`src/design/packbits_rle_decoder_assert.svh`:
```
// Assertion macros for the PackBits decoder.
// Used by the top level; needs no other file.
`ifndef PACKBITS_RLE_DECODER_ASSERT_SVH
`define PACKBITS_RLE_DECODER_ASSERT_SVH

// Same-cycle implication, checked at each rising edge outside reset
`define PBD_ASSERT_NOW(label, clk, rst_n, ante, cons) \
	label: assert property (@(posedge clk) disable iff (!rst_n) (ante) |-> (cons)) \
		else $error("pbd assertion failed");

// Next-cycle implication
`define PBD_ASSERT_NEXT(label, clk, rst_n, ante, cons) \
	label: assert property (@(posedge clk) disable iff (!rst_n) (ante) |=> (cons)) \
		else $error("pbd assertion failed");

`endif

```
`src/design/pbd_pkg.sv`:
```
// Shared constants, types and helpers of the PackBits decoder.
// No dependencies; compiled first.
`default_nettype none

package pbd_pkg;

	// Configuration port
	localparam int APB_ADDR_W = 3;
	localparam int APB_DATA_W = 32;
	localparam logic REG_OUTPUT_LIMIT = 1'b0;   // word index of output_limit

	// Field widths
	localparam int LIMIT_W  = 21;
	localparam int RUN_W    = 8;
	localparam int OUT_LANES = 8;
	localparam int OUT_W    = 8 * OUT_LANES;
	localparam int CNT_W    = 4;

	localparam logic [LIMIT_W-1:0] LIMIT_RESET = 21'd1048576;

	// Parameter defaults
	localparam int DEF_MAX_OUTPUT = 1048576;
	localparam int DEF_LANE_BYTES = 8;

	// Header byte that is skipped (-128)
	localparam logic [7:0] HDR_SKIP = 8'h80;

	// Decode modes
	localparam logic [1:0] MODE_HEADER  = 2'd0;
	localparam logic [1:0] MODE_LITERAL = 2'd1;
	localparam logic [1:0] MODE_REPEAT  = 2'd2;

	// Controller to datapath
	typedef struct packed {
		logic take;   // input request accepted this cycle
		logic step;   // emit one chunk of the pending repeat run
	} cmd_t;

	// Datapath to controller
	typedef struct packed {
		logic rep_start;   // an accepted byte now would start a repeat run
		logic last_chunk;  // the pending run fits into one chunk
		logic out_valid;   // output register holds a result
	} sts_t;

	// Lane width clamped to 1..8
	function automatic int lane_clamp(input int n);
		int r;
		r = n;
		if (r < 1) r = 1;
		if (r > OUT_LANES) r = OUT_LANES;
		return r;
	endfunction

endpackage

`default_nettype wire

```
`src/design/pbd_in_if.sv`:
```
// Input channel of the PackBits decoder: valid/ready plus one compressed byte.
// No dependencies.
`default_nettype none

interface pbd_in_if;
	logic       valid;
	logic       ready;
	logic [7:0] in_byte;
	logic       frame_last;

	modport source (output valid, output in_byte, output frame_last, input ready);
	modport sink   (input valid, input in_byte, input frame_last, output ready);
endinterface

`default_nettype wire

```
`src/design/pbd_out_if.sv`:
```
// Output channel of the PackBits decoder: valid/ready plus one result.
// No dependencies.
`default_nettype none

interface pbd_out_if;
	logic        valid;
	logic        ready;
	logic [63:0] out_bytes;
	logic [3:0]  byte_count;
	logic        run_last;
	logic        limit_hit;

	modport source (output valid, output out_bytes, output byte_count,
		output run_last, output limit_hit, input ready);
	modport sink   (input valid, input out_bytes, input byte_count,
		input run_last, input limit_hit, output ready);
endinterface

`default_nettype wire

```
`src/design/packbits_rle_decoder.sv`:
```
// PackBits run-length decoder. Takes one compressed byte per request and
// returns decoded bytes: a literal byte leaves as a one-byte result in the
// cycle after it is taken, and a header byte gives no result. A repeat
// run's data byte (2..128 copies) leaves as ceil(n / LANE_BYTES) results
// through the output register, one per cycle while the output is not
// stalled; no new byte is taken while a run expands. A stalled output holds
// the decoder. Decoded bytes per frame stop at min(output_limit, MAX_OUTPUT);
// the byte marked frame_last ends the frame. output_limit sits at APB byte
// address 0; write it only while the decoder is idle.
// Depends on pbd_pkg, pbd_in_if, pbd_out_if, pbd_cfg, pbd_ctrl, pbd_dp.
`default_nettype none

`include "packbits_rle_decoder_assert.svh"

module packbits_rle_decoder #(
	parameter int MAX_OUTPUT = pbd_pkg::DEF_MAX_OUTPUT,
	parameter int LANE_BYTES = pbd_pkg::DEF_LANE_BYTES
) (
	input  wire logic                            clk,
	input  wire logic                            arst_n,
	pbd_in_if.sink                               in_ch,
	pbd_out_if.source                            out_ch,
	input  wire logic                            psel,
	input  wire logic                            penable,
	input  wire logic                            pwrite,
	input  wire logic [pbd_pkg::APB_ADDR_W-1:0]  paddr,
	input  wire logic [pbd_pkg::APB_DATA_W-1:0]  pwdata,
	output logic      [pbd_pkg::APB_DATA_W-1:0]  prdata,
	output logic                                 pready
);
	import pbd_pkg::*;

	localparam int LaneW = lane_clamp(LANE_BYTES);

	logic [LIMIT_W-1:0] eff_limit;
	cmd_t               cmd;
	sts_t               sts;

	pbd_cfg #(.MAX_OUTPUT(MAX_OUTPUT)) u_cfg (
		.clk       (clk),
		.arst_n    (arst_n),
		.psel      (psel),
		.penable   (penable),
		.pwrite    (pwrite),
		.paddr     (paddr),
		.pwdata    (pwdata),
		.prdata    (prdata),
		.pready    (pready),
		.eff_limit (eff_limit)
	);

	pbd_ctrl u_ctrl (
		.clk       (clk),
		.arst_n    (arst_n),
		.in_valid  (in_ch.valid),
		.in_ready  (in_ch.ready),
		.out_ready (out_ch.ready),
		.sts       (sts),
		.cmd       (cmd)
	);

	pbd_dp #(.LANE_W(LaneW)) u_dp (
		.clk        (clk),
		.arst_n     (arst_n),
		.cmd        (cmd),
		.sts        (sts),
		.in_byte    (in_ch.in_byte),
		.frame_last (in_ch.frame_last),
		.limit      (eff_limit),
		.out_ready  (out_ch.ready),
		.out_valid  (out_ch.valid),
		.out_bytes  (out_ch.out_bytes),
		.byte_count (out_ch.byte_count),
		.run_last   (out_ch.run_last),
		.limit_hit  (out_ch.limit_hit)
	);

	// results carry 1..LaneW bytes
	`PBD_ASSERT_NOW(a_count_range, clk, arst_n, out_ch.valid, (out_ch.byte_count >= CNT_W'(1)) && (out_ch.byte_count <= CNT_W'(LaneW)))
	// only the final chunk of a run may be partial
	`PBD_ASSERT_NOW(a_partial_is_last, clk, arst_n, out_ch.valid && (out_ch.byte_count != CNT_W'(LaneW)), out_ch.run_last)
	// the limit cuts a run, so reaching it closes the run
	`PBD_ASSERT_NOW(a_limit_is_last, clk, arst_n, out_ch.valid && out_ch.limit_hit, out_ch.run_last)
	// taking a byte and expanding a run never overlap
	`PBD_ASSERT_NOW(a_take_xor_step, clk, arst_n, 1'b1, $onehot0({cmd.take, cmd.step}))

endmodule

`default_nettype wire

```
`src/design/pbd_cfg.sv`:
```
// APB register block of the PackBits decoder: holds output_limit and
// presents the limit clamped to MAX_OUTPUT. Depends on pbd_pkg.
`default_nettype none

module pbd_cfg #(
	parameter int MAX_OUTPUT = pbd_pkg::DEF_MAX_OUTPUT
) (
	input  wire logic                            clk,
	input  wire logic                            arst_n,
	input  wire logic                            psel,
	input  wire logic                            penable,
	input  wire logic                            pwrite,
	input  wire logic [pbd_pkg::APB_ADDR_W-1:0]  paddr,
	input  wire logic [pbd_pkg::APB_DATA_W-1:0]  pwdata,
	output logic      [pbd_pkg::APB_DATA_W-1:0]  prdata,
	output logic                                 pready,
	output logic      [pbd_pkg::LIMIT_W-1:0]     eff_limit
);
	import pbd_pkg::*;

	logic [LIMIT_W-1:0] limit_q;
	logic               reg_sel;
	logic               wr_en;

	assign reg_sel = (paddr[APB_ADDR_W-1] == REG_OUTPUT_LIMIT);
	assign wr_en   = psel && penable && pwrite && reg_sel;
	assign pready  = 1'b1;

	// output_limit register
	always_ff @(posedge clk or negedge arst_n) begin
		if (!arst_n) begin
			limit_q <= LIMIT_RESET;
		end else if (wr_en) begin
			limit_q <= pwdata[LIMIT_W-1:0];
		end
	end

	// read back
	always_comb begin
		prdata = '0;
		if (reg_sel) begin
			prdata = {{(APB_DATA_W-LIMIT_W){1'b0}}, limit_q};
		end
	end

	// limits above MAX_OUTPUT act as MAX_OUTPUT
	always_comb begin
		if ({{(32-LIMIT_W){1'b0}}, limit_q} > 32'(MAX_OUTPUT)) begin
			eff_limit = LIMIT_W'(MAX_OUTPUT);
		end else begin
			eff_limit = limit_q;
		end
	end

endmodule

`default_nettype wire

```
`src/design/pbd_ctrl.sv`:
```
// Controller of the PackBits decoder: accepts bytes and sequences the
// chunks of a repeat run. Depends on pbd_pkg.
`default_nettype none

module pbd_ctrl (
	input  wire logic          clk,
	input  wire logic          arst_n,
	input  wire logic          in_valid,
	output logic               in_ready,
	input  wire logic          out_ready,
	input  wire pbd_pkg::sts_t sts,
	output pbd_pkg::cmd_t      cmd
);
	import pbd_pkg::*;

	localparam logic ST_IDLE   = 1'b0;
	localparam logic ST_EXPAND = 1'b1;

	logic state_q;
	logic slot_free;
	logic accept;

	// output register empty, or emptied this cycle
	assign slot_free = !sts.out_valid || out_ready;
	assign in_ready  = (state_q == ST_IDLE) && slot_free;
	assign accept    = in_valid && in_ready;

	assign cmd.take = accept;
	assign cmd.step = (state_q == ST_EXPAND) && slot_free;

	always_ff @(posedge clk or negedge arst_n) begin
		if (!arst_n) begin
			state_q <= ST_IDLE;
		end else begin
			case (state_q)
				ST_IDLE: begin
					if (accept && sts.rep_start) state_q <= ST_EXPAND;
				end
				ST_EXPAND: begin
					if (slot_free && sts.last_chunk) state_q <= ST_IDLE;
				end
				default: state_q <= ST_IDLE;
			endcase
		end
	end

endmodule

`default_nettype wire

```
`src/design/pbd_dp.sv`:
```
// Datapath of the PackBits decoder: frame state, run counter, byte count
// and the output register. Depends on pbd_pkg.
`default_nettype none

module pbd_dp #(
	parameter int LANE_W = pbd_pkg::DEF_LANE_BYTES
) (
	input  wire logic                          clk,
	input  wire logic                          arst_n,
	input  wire pbd_pkg::cmd_t                 cmd,
	output pbd_pkg::sts_t                      sts,
	input  wire logic [7:0]                    in_byte,
	input  wire logic                          frame_last,
	input  wire logic [pbd_pkg::LIMIT_W-1:0]   limit,
	input  wire logic                          out_ready,
	output logic                               out_valid,
	output logic      [pbd_pkg::OUT_W-1:0]     out_bytes,
	output logic      [pbd_pkg::CNT_W-1:0]     byte_count,
	output logic                               run_last,
	output logic                               limit_hit
);
	import pbd_pkg::*;

	localparam logic [RUN_W-1:0] LaneRun = RUN_W'(LANE_W);
	localparam logic [CNT_W-1:0] LaneCnt = CNT_W'(LANE_W);

	// frame state
	logic [1:0]         mode_q;
	logic [RUN_W-1:0]   run_q;
	logic [LIMIT_W-1:0] bw_q;
	logic               done_q;
	// pending repeat run
	logic [7:0]         rep_byte_q;
	logic [RUN_W-1:0]   total_q;
	logic               last_q;
	// output register
	logic               out_valid_q;
	logic [OUT_W-1:0]   out_bytes_q;
	logic [CNT_W-1:0]   byte_count_q;
	logic               run_last_q;
	logic               limit_hit_q;

	logic               done_eff;
	logic               lit_emit;
	logic [LIMIT_W-1:0] room;
	logic [RUN_W-1:0]   run_total;
	logic [CNT_W-1:0]   chunk_cnt;
	logic [LIMIT_W-1:0] bw_lit;
	logic [LIMIT_W-1:0] bw_chunk;
	logic [RUN_W-1:0]   run_dec;
	logic [OUT_W-1:0]   chunk_word;

	// limit reached now, even if the limit moved between frames
	assign done_eff  = done_q || (bw_q >= limit);
	assign lit_emit  = (mode_q == MODE_LITERAL) && !done_eff;

	assign sts.rep_start  = (mode_q == MODE_REPEAT) && !done_eff;
	assign sts.last_chunk = (total_q <= LaneRun);
	assign sts.out_valid  = out_valid_q;

	// run length cut to the room left under the limit
	assign room = limit - bw_q;
	always_comb begin
		if ({{(LIMIT_W-RUN_W){1'b0}}, run_q} > room) begin
			run_total = room[RUN_W-1:0];
		end else begin
			run_total = run_q;
		end
	end

	assign bw_lit  = bw_q + LIMIT_W'(1);
	assign run_dec = run_q - RUN_W'(1);

	// next chunk of the repeat run
	assign chunk_cnt = sts.last_chunk ? total_q[CNT_W-1:0] : LaneCnt;
	assign bw_chunk  = bw_q + {{(LIMIT_W-CNT_W){1'b0}}, chunk_cnt};
	always_comb begin
		for (int i = 0; i < OUT_LANES; i++) begin
			chunk_word[8*i +: 8] = (CNT_W'(i) < chunk_cnt) ? rep_byte_q : 8'h00;
		end
	end

	// frame state and pending run
	always_ff @(posedge clk or negedge arst_n) begin
		if (!arst_n) begin
			mode_q <= MODE_HEADER;
			run_q  <= '0;
			bw_q   <= '0;
			done_q <= 1'b0;
			last_q <= 1'b0;
		end else if (cmd.take && frame_last && !sts.rep_start) begin
			// frame end; a repeat run closes the frame after its last chunk
			mode_q <= MODE_HEADER;
			run_q  <= '0;
			bw_q   <= '0;
			done_q <= 1'b0;
		end else if (cmd.take) begin
			if (done_eff) begin
				done_q <= 1'b1;
			end else begin
				case (mode_q)
					MODE_HEADER: begin
						if (in_byte < HDR_SKIP) begin
							mode_q <= MODE_LITERAL;
							run_q  <= in_byte + RUN_W'(1);
						end else if (in_byte > HDR_SKIP) begin
							mode_q <= MODE_REPEAT;
							run_q  <= RUN_W'(9'd257 - {1'b0, in_byte});
						end
					end
					MODE_LITERAL: begin
						bw_q  <= bw_lit;
						run_q <= run_dec;
						if (bw_lit >= limit) done_q <= 1'b1;
						if (run_dec == '0) mode_q <= MODE_HEADER;
					end
					default: begin
						last_q <= frame_last;
					end
				endcase
			end
		end else if (cmd.step) begin
			if (sts.last_chunk && last_q) begin
				// run done and the frame ends with it
				mode_q <= MODE_HEADER;
				run_q  <= '0;
				bw_q   <= '0;
				done_q <= 1'b0;
			end else if (sts.last_chunk) begin
				bw_q   <= bw_chunk;
				mode_q <= MODE_HEADER;
				run_q  <= '0;
				done_q <= (bw_chunk >= limit);
			end else begin
				bw_q <= bw_chunk;
			end
		end
	end

	// repeat run payload
	always_ff @(posedge clk) begin
		if (cmd.take && sts.rep_start) begin
			rep_byte_q <= in_byte;
			total_q    <= run_total;
		end else if (cmd.step) begin
			total_q <= total_q - {{(RUN_W-CNT_W){1'b0}}, chunk_cnt};
		end
	end

	// output register valid
	always_ff @(posedge clk or negedge arst_n) begin
		if (!arst_n) begin
			out_valid_q <= 1'b0;
		end else if ((cmd.take && lit_emit) || cmd.step) begin
			out_valid_q <= 1'b1;
		end else if (out_ready) begin
			out_valid_q <= 1'b0;
		end
	end

	// output register payload
	always_ff @(posedge clk) begin
		if (cmd.take && lit_emit) begin
			out_bytes_q  <= {{(OUT_W-8){1'b0}}, in_byte};
			byte_count_q <= CNT_W'(1);
			run_last_q   <= 1'b1;
			limit_hit_q  <= (bw_lit >= limit);
		end else if (cmd.step) begin
			out_bytes_q  <= chunk_word;
			byte_count_q <= chunk_cnt;
			run_last_q   <= sts.last_chunk;
			limit_hit_q  <= (bw_chunk >= limit);
		end
	end

	assign out_valid  = out_valid_q;
	assign out_bytes  = out_bytes_q;
	assign byte_count = byte_count_q;
	assign run_last   = run_last_q;
	assign limit_hit  = limit_hit_q;

endmodule

`default_nettype wire
```
`src/flat_wrapper.sv`:
```
// flat-port wrapper written by rule: the top's interface ports become plain ports
module packbits_rle_decoder_flat import pbd_pkg::*;
#(
	parameter int MAX_OUTPUT = pbd_pkg::DEF_MAX_OUTPUT,
	parameter int LANE_BYTES = pbd_pkg::DEF_LANE_BYTES
)
  (clk, arst_n, psel, penable, pwrite, paddr, pwdata, prdata, pready, in_ch_valid, in_ch_in_byte, in_ch_frame_last, in_ch_ready, out_ch_valid, out_ch_out_bytes, out_ch_byte_count, out_ch_run_last, out_ch_limit_hit, out_ch_ready);
  pbd_in_if in_ch_i ();
  pbd_out_if out_ch_i ();
  input  wire logic clk;
  input  wire logic arst_n;
  input  wire logic psel;
  input  wire logic penable;
  input  wire logic pwrite;
  input  wire logic [pbd_pkg::APB_ADDR_W-1:0] paddr;
  input  wire logic [pbd_pkg::APB_DATA_W-1:0] pwdata;
  output logic      [pbd_pkg::APB_DATA_W-1:0] prdata;
  output logic pready;
  input wire logic [$bits(in_ch_i.valid)-1:0] in_ch_valid;
  input wire logic [$bits(in_ch_i.in_byte)-1:0] in_ch_in_byte;
  input wire logic [$bits(in_ch_i.frame_last)-1:0] in_ch_frame_last;
  output wire logic [$bits(in_ch_i.ready)-1:0] in_ch_ready;
  output wire logic [$bits(out_ch_i.valid)-1:0] out_ch_valid;
  output wire logic [$bits(out_ch_i.out_bytes)-1:0] out_ch_out_bytes;
  output wire logic [$bits(out_ch_i.byte_count)-1:0] out_ch_byte_count;
  output wire logic [$bits(out_ch_i.run_last)-1:0] out_ch_run_last;
  output wire logic [$bits(out_ch_i.limit_hit)-1:0] out_ch_limit_hit;
  input wire logic [$bits(out_ch_i.ready)-1:0] out_ch_ready;
  assign in_ch_i.valid = in_ch_valid;
  assign in_ch_i.in_byte = in_ch_in_byte;
  assign in_ch_i.frame_last = in_ch_frame_last;
  assign in_ch_ready = in_ch_i.ready;
  assign out_ch_valid = out_ch_i.valid;
  assign out_ch_out_bytes = out_ch_i.out_bytes;
  assign out_ch_byte_count = out_ch_i.byte_count;
  assign out_ch_run_last = out_ch_i.run_last;
  assign out_ch_limit_hit = out_ch_i.limit_hit;
  assign out_ch_i.ready = out_ch_ready;
  packbits_rle_decoder #(.MAX_OUTPUT(MAX_OUTPUT), .LANE_BYTES(LANE_BYTES)) u_core (.clk(clk), .arst_n(arst_n), .in_ch(in_ch_i), .out_ch(out_ch_i), .psel(psel), .penable(penable), .pwrite(pwrite), .paddr(paddr), .pwdata(pwdata), .prdata(prdata), .pready(pready));
endmodule
```
`config.mk`:
```
export PLATFORM = sky130hd
export DESIGN_NAME = packbits_rle_decoder_flat
export DESIGN_NICKNAME = d
export VERILOG_FILES = /design/src/design/pbd_pkg.sv /design/src/design/pbd_in_if.sv /design/src/design/pbd_out_if.sv /design/src/design/packbits_rle_decoder.sv /design/src/design/pbd_cfg.sv /design/src/design/pbd_ctrl.sv /design/src/design/pbd_dp.sv /design/src/flat_wrapper.sv
export VERILOG_INCLUDE_DIRS = /design/src /design/src/design
export SDC_FILE = /design/constraint.sdc
export NUM_CORES = 1
export LEC_CHECK = 0
export BUFFER_PORTS_ARGS = -buffer_cell sky130_fd_sc_hd__clkbuf_2
export CAP_MARGIN = 30
export CORE_ASPECT_RATIO = 1.75
export CORE_MARGIN = 5
export CORE_UTILIZATION = 53
export CTS_BUF_LIST = sky130_fd_sc_hd__clkbuf_16
export CTS_CLUSTER_DIAMETER = 100
export DETAILED_ROUTE_END_ITERATION = 8
export HOLD_SLACK_MARGIN = 0.08
export PLACE_DENSITY_LB_ADDON = 0.12
export REMOVE_ABC_BUFFERS = 1
export SLEW_MARGIN = 10
export SYNTH_ARGS = -nofsm -noshare
export SYNTH_HDL_FRONTEND = slang
export SYNTH_SLANG_ARGS = --single-unit
```
`constraint.sdc`:
```
create_clock -name clk -period 5.3 [get_ports clk]
set_input_delay 1.06 -clock clk [delete_from_list [all_inputs] [get_ports clk]]
set_output_delay 1.06 -clock clk [all_outputs]
set_load 0.01 [all_outputs]
```
Word-level counts from Yosys, hierarchy flattened
Cells that the tools add are included.

cells by class
  add/sub/neg operators = 7
  order comparisons = 16
  eq/ne operators = 9
  muxes and demuxes = 56
  bitwise logic cells = 5
  reductions and logical operators = 33

operator list
  operator               number
  $mux 21                8
  $mux 8                 21
  $ge 21x21->1           3
  $add 21x1->21 const B  1
  $add 21x4->21          1
  $gt 21x21->1 const B   1
  $gt 8x21->1            1
  $sub 21x21->21         1
  $mux 2                 9
  $lt 3x4->1 const A     4
  $ne 4x4->1 const B     4
  $pmux 8 s2             1
  $logic_and 1x1->1      14
  $mux 1                 14
  $add 8x1->8 const B    1
  $gt 8x8->1 const B     1
  $le 8x4->1 const B     1
  $logic_not 8->1        1
  $lt 1x4->1 const A     2
  $lt 2x4->1 const A     2
  $lt 8x8->1 const B     1
  $reduce_and 4->1       2
  $sub 1x8->8 const A    1
  $sub 8x1->8 const B    1
  other kinds (19)       30

storage, ports and cells
  register bits = 142
  word-level logic and storage cells = 141

Logic depth before layout (Yosys ltp)
  depth after elaboration = 10
  gate-level depth with buffers = 23
  depth with buffers taken out = 20

Cells and area by module
A second synthesis with hierarchy kept.

unflattened totals
  cell total of the unflattened synthesis = 1,270
  area total of the unflattened synthesis = 10,607.7 µm²

by module, submodules not included
  module    times used  cells an instance  area each (µm²)  seq. area each (µm²)
  pbd_dp    1           1,157              9,261.4          2,822.7
  pbd_cfg   1           105                1,257.5          526.8
  pbd_ctrl  1           8                  88.8             25.0

Worst setup path before layout
OpenSTA, ideal clock, no wires.

  path type = register -> register
  start point = register u_core.u_cfg.limit_q[4]
  end point = register u_core.u_dp.total_q[5] (data pin)
  library setup time = 167 ps
  arrival = 4,825 ps
  data required time = 5,133 ps
  slack = 307 ps
  stages on the path, launching flop included = 20
  path buffers = 1
  cell sequence = dfrtp_1 nor4_1 nand3_1 o21ai_0 clkbuf_1 nand2_1 inv_1 ha_1 a21o_1 a221o_1 xnor2_1 ha_1 and4_1 a32oi_1 o2111ai_1 nor4_1 o2111ai_1 a2111oi_4 mux2_2 a211oi_1

on the way
  longest elaborated chain between the ends = 8
  elaborated cells on any way between the ends = 11
  those cells by class = 1 x add/sub; 3 x order compare; 3 x mux; 4 x reduce/logical

ends and longest elaborated chain
  item                                                                    RTL line       RTL
  start, declared                                                         pbd_cfg.sv:21  logic [LIMIT_W-1:0] limit_q;
  start signal, assigned                                                  pbd_cfg.sv:34  limit_q <= pwdata[LIMIT_W-1:0];
  $gt 21x21->1                                                            pbd_cfg.sv:48  if ({{(32-LIMIT_W){1'b0}}, limit_q} > 32'(MAX_OUTPUT)) begin
  $mux 21 (*)                                                             pbd_cfg.sv:48
  parallel branches: the longest is 5 deep, another holds $sub 21x21->21  n/a
  $mux 8 (*)                                                              pbd_dp.sv:142  if (cmd.take && sts.rep_start) begin
  end signal, assigned                                                    pbd_dp.sv:144  total_q <= run_total;
  end signal, assigned                                                    pbd_dp.sv:146  total_q <= total_q - {{(RUN_W-CNT_W){1'b0}}, chunk_cnt};
  end, declared                                                           pbd_dp.sv:34   logic [RUN_W-1:0] total_q;

Mark *: on every way between the ends.
A chain may end at the register's enable or synchronous reset.

Worst setup path after layout
  start point = register u_core.u_cfg.limit_q[13]
  end point = register u_core.u_dp.total_q[4] (data pin)

The elaborated chain is that of the path after synthesis.

==> flow_summary.json <==
{
  "drive_above_1_share": 0.220,
  "synthesis.area_um2": 10000,
  "ios": 156,
  "place_area_um2": 11200,
  "vdd_drop_max_uv": 312,
  "crit_end": "u_core.u_dp.total_q[4]",
  "nets": 1485,
  "drt_iter0_drc": 825,
  "fillers": 1669,
  "cap_violations": 0,
  "area_growth_pct": 18.7,
  "timing.final.crit_share": 0.959,
  "netlist.area_leader.share": 0.137,
  "whs_ns": 0.437,
  "reg2reg_depth": 24,
  "core.rowCount": 66,
  "slew_viol_final": 0,
  "io_buffers": 130,
  "fin_total_pwr_uw": 6630,
  "leakage_uw": 0.00552,
  "fp.dieH_um": 192,
  "synth_area_leaders": "dfrtp_1, dfxtp_1, ha_1",
  "synth_warnings": 0,
  "cts.sinks": 142,
  "r2r_setup_slack_ns": 0.21,
  "design_area_um2": 11900,
  "gp_congestion": 0.955,
  "synth_area_per_cell_um2": 8.49,
  "wl_um": 31000,
  "ys_ff_latch": 142,
  "vias": 9627,
  "final_cells": 1600,
  "cts-htree-levels": 4,
  "worstSetupStartpointType": "flip-flop",
  "multi_input_area_um2": 6240,
  "postCtsHoldBufs": 0,
  "ys_async_sr_fraction": 0.394,
  "start_util": 0.538,
  "grt.overflow.total": 0,
  "synth_flop_cell": "dfxtp_1",
  "drtPass1Iterations": 7,
  "slew_headroom": 0.426,
  "synth_top_area_cell": "dfrtp_1",
  "seq_area_um2": 3370,
  "hpwl_um": 24100,
  "die_x_um": 114,
  "arrival_ns": 5.26,
  "diodes": 0,
  "cts_root_buf": "clkbuf_16",
  "synth_seq_area_share": 0.336,
  "antenna_found_initial": 0,
  "cp_max_fo": 10,
  "synth.distinct_cells": 87,
  "endpoint_kind": "flip-flop",
  "path_class": "flip-flop to flip-flop",
  "grt_max_degree": 48,
  "fin_tns_setup_ns": 0,
  "setup_viol": 0,
  "finalHoldViolCount": 0,
  "place_inst": 1565,
  "numCtsBuffers": 17,
  "grt_pass1_wl_um": 48900,
  "hold_path_class": "flip-flop to flip-flop",
  "clkSlewWorstSetupHoldPaths_ns": 0.06,
  "skew_ns": 0.00786,
  "clockBufferDepth": 2,
  "drc": 0,
  "reg2reg_to": "u_core.u_dp.total_q[4]",
  "cp-startpoint": "u_core.u_cfg.limit_q[13]",
  "detail-route-antenna-nets": 0,
  "clock.fmax_mhz": 197,
  "core_um2": 18700,
  "power_density_nw_per_um2": 556,
  "grt_usage": 0.285,
  "rr_startpoint": "u_core.u_cfg.limit_q[13]",
  "tightest_slew_ns": 0.854,
  "wl_per_cell_um": 19.4,
  "period_needed_ns": 5.09,
  "avgViaCountPerCell": 6.02,
  "postSynthCellCount": 1184,
  "first_global_vias": 9515,
  "worst_ep_required_time_ns": 5.48,
  "cts_tree": "built",
  "synth_edf_count": 25,
  "dieArea_um2": 21900,
  "status": "completed",
  "clkLatencyLatePin_ns": 0.44
}
[per-layer routing]
metal / track usage / wire, um / share of wire
met5: 0 / 0 / 0
met3: 0.0445 / 1620 / 0.052
met4: 0.203 / 2490 / 0.080
met1: 0.294 / 10900 / 0.35
met2: 0.516 / 16000 / 0.52
[cells in the mapped netlist, drive strengths merged (10+ instances only)]
master and n:
o22ai 35, nand3 23, buf 29, dfxtp 61
nor4 15, edfxtp 25, ha 83, clkbuf 39
a21o 25, nor3 30, nand2 185, dfrtp 55
nor2 62, a21oi 64, mux2i 10, inv 66
xnor2 46, o21ai 64, nand4 16, a221oi 12
a211oi 13, mux2 28, nor2b 29
[worst min path at each step]
| stage | from | end | slack, ns | cells after the start |
|---|---|---|---|---|
| final | u_core.u_dp.out_bytes[28] | u_core.u_dp.out_bytes[28] | 0.44 | 2 |
| after global routing | u_core.u_dp.out_bytes[27] | u_core.u_dp.out_bytes[27] | 0.46 | 2 |
| after global placement | u_core.u_dp.out_bytes[25] | u_core.u_dp.out_bytes[25] | 0.43 | 2 |
| after floorplan | u_core.u_dp.out_bytes[24] | u_core.u_dp.out_bytes[24] | 0.47 | 2 |
| after CTS | u_core.u_dp.out_bytes[28] | u_core.u_dp.out_bytes[28] | 0.44 | 2 |
| after detailed placement | u_core.u_dp.out_bytes[28] | u_core.u_dp.out_bytes[28] | 0.43 | 2 |
[cell usage in the layout, fill, tap and decap left out, drive strengths merged, types with 10 or more instances in the layout]
| cell | instances |
|---|---|
| edfxtp | 25 |
| nor4 | 15 |
| a221oi | 12 |
| ha | 83 |
| a21o | 25 |
| dfrtp | 55 |
| nor2b | 29 |
| nand3 | 23 |
| a211oi | 13 |
| mux2 | 28 |
| mux2i | 10 |
| nor2 | 62 |
| o22ai | 35 |
| conb | 13 |
| nor3 | 30 |
| o21ai | 64 |
| dfxtp | 61 |
| clkbuf | 149 |
| buf | 73 |
| nand2 | 185 |
| nand4 | 16 |
| a21oi | 64 |
| inv | 75 |
| xnor2 | 46 |
[metrics by stage]
stage | setup WS (ns) | util
2_1_floorplan | 0.0596 | -
3_3_place_gp | 0.0764 | 0.603
3_5_place_dp | 0.00973 | 0.603
4_1_cts | 0.0286 | 0.633
5_1_grt | -0.0206 | 0.639
6_report | 0.215 | 0.639
[flip-flops by register name (all words and copies together) (netlist names), 2 cells and up]
name	cells
u_core.u_cfg.limit_q	21
u_core.u_dp.bw_q	21
u_core.u_dp.byte_count	4
u_core.u_dp.mode_q	2
u_core.u_dp.out_bytes	64
u_core.u_dp.rep_byte_q	8
u_core.u_dp.run_q	8
u_core.u_dp.total_q	8
[power breakdown]
group	total (uW)	switching, uW	leakage [uW]	internal [uW]
registers	1790	297	0.00145	1490
clock network	1180	518	0.000289	663
logic	3670	2110	0.00379	1550
total	6630	2930	0.00552	3710
[cell families (layout without fill, tap and decap cells)]
| group | Yosys count | in the layout | share of synthesized area |
|---|---|---|---|
| mux | 38 | 38 | 0.0413 |
| compound gates | 306 | 306 | 0.210 |
| simple gates | 421 | 421 | 0.200 |
| flops | 142 | 142 | 0.336 |
| buf+inv | 135 | 302 | 0.0569 |
| other cells | 2 | 13 | 0.000747 |
| xor+xnor | 55 | 55 | 0.0479 |
| fa+ha+maj | 85 | 85 | 0.107 |
[repair_timing]
| action | in CTS | in global routing |
|---|---|---|
| resized for setup | 0 | 18 |
| pin swaps | 1 | 4 |
| setup endpoints to repair | 4 | 10 |
| buffers inserted | 0 | 3 |
[area by class of cell]
type / instances / share of cell area
Multi-Input combinational cell: 918 / 0.523
Sequential cell: 142 / 0.283
Tap cell: 238 / 0.0250
Clock buffer: 19 / 0.0398
Inverter: 67 / 0.0211
Timing Repair Buffer: 203 / 0.100
Clock inverter: 13 / 0.00818
[critical path, cell delays in order, from the launching register on]
cell,delay [ns]
dfrtp_1,0.42
nor4_2,0.31
buf_4,0.18
nand2_1,0.07
o21ai_1,0.13
buf_4,0.17
nand2_1,0.08
inv_1,0.10
ha_1,0.26
buf_4,0.15
o211ai_1,0.17
a21o_1,0.18
a21oi_1,0.14
xnor2_1,0.24
ha_1,0.28
and4_1,0.22
a32oi_2,0.23
o2111ai_2,0.15
nor4_2,0.20
o2111ai_2,0.21
a2111oi_4,0.32
buf_4,0.19
buf_4,0.15
mux2i_1,0.07
or2_1,0.23
Note: power is estimated with default switching activity, not from simulation.
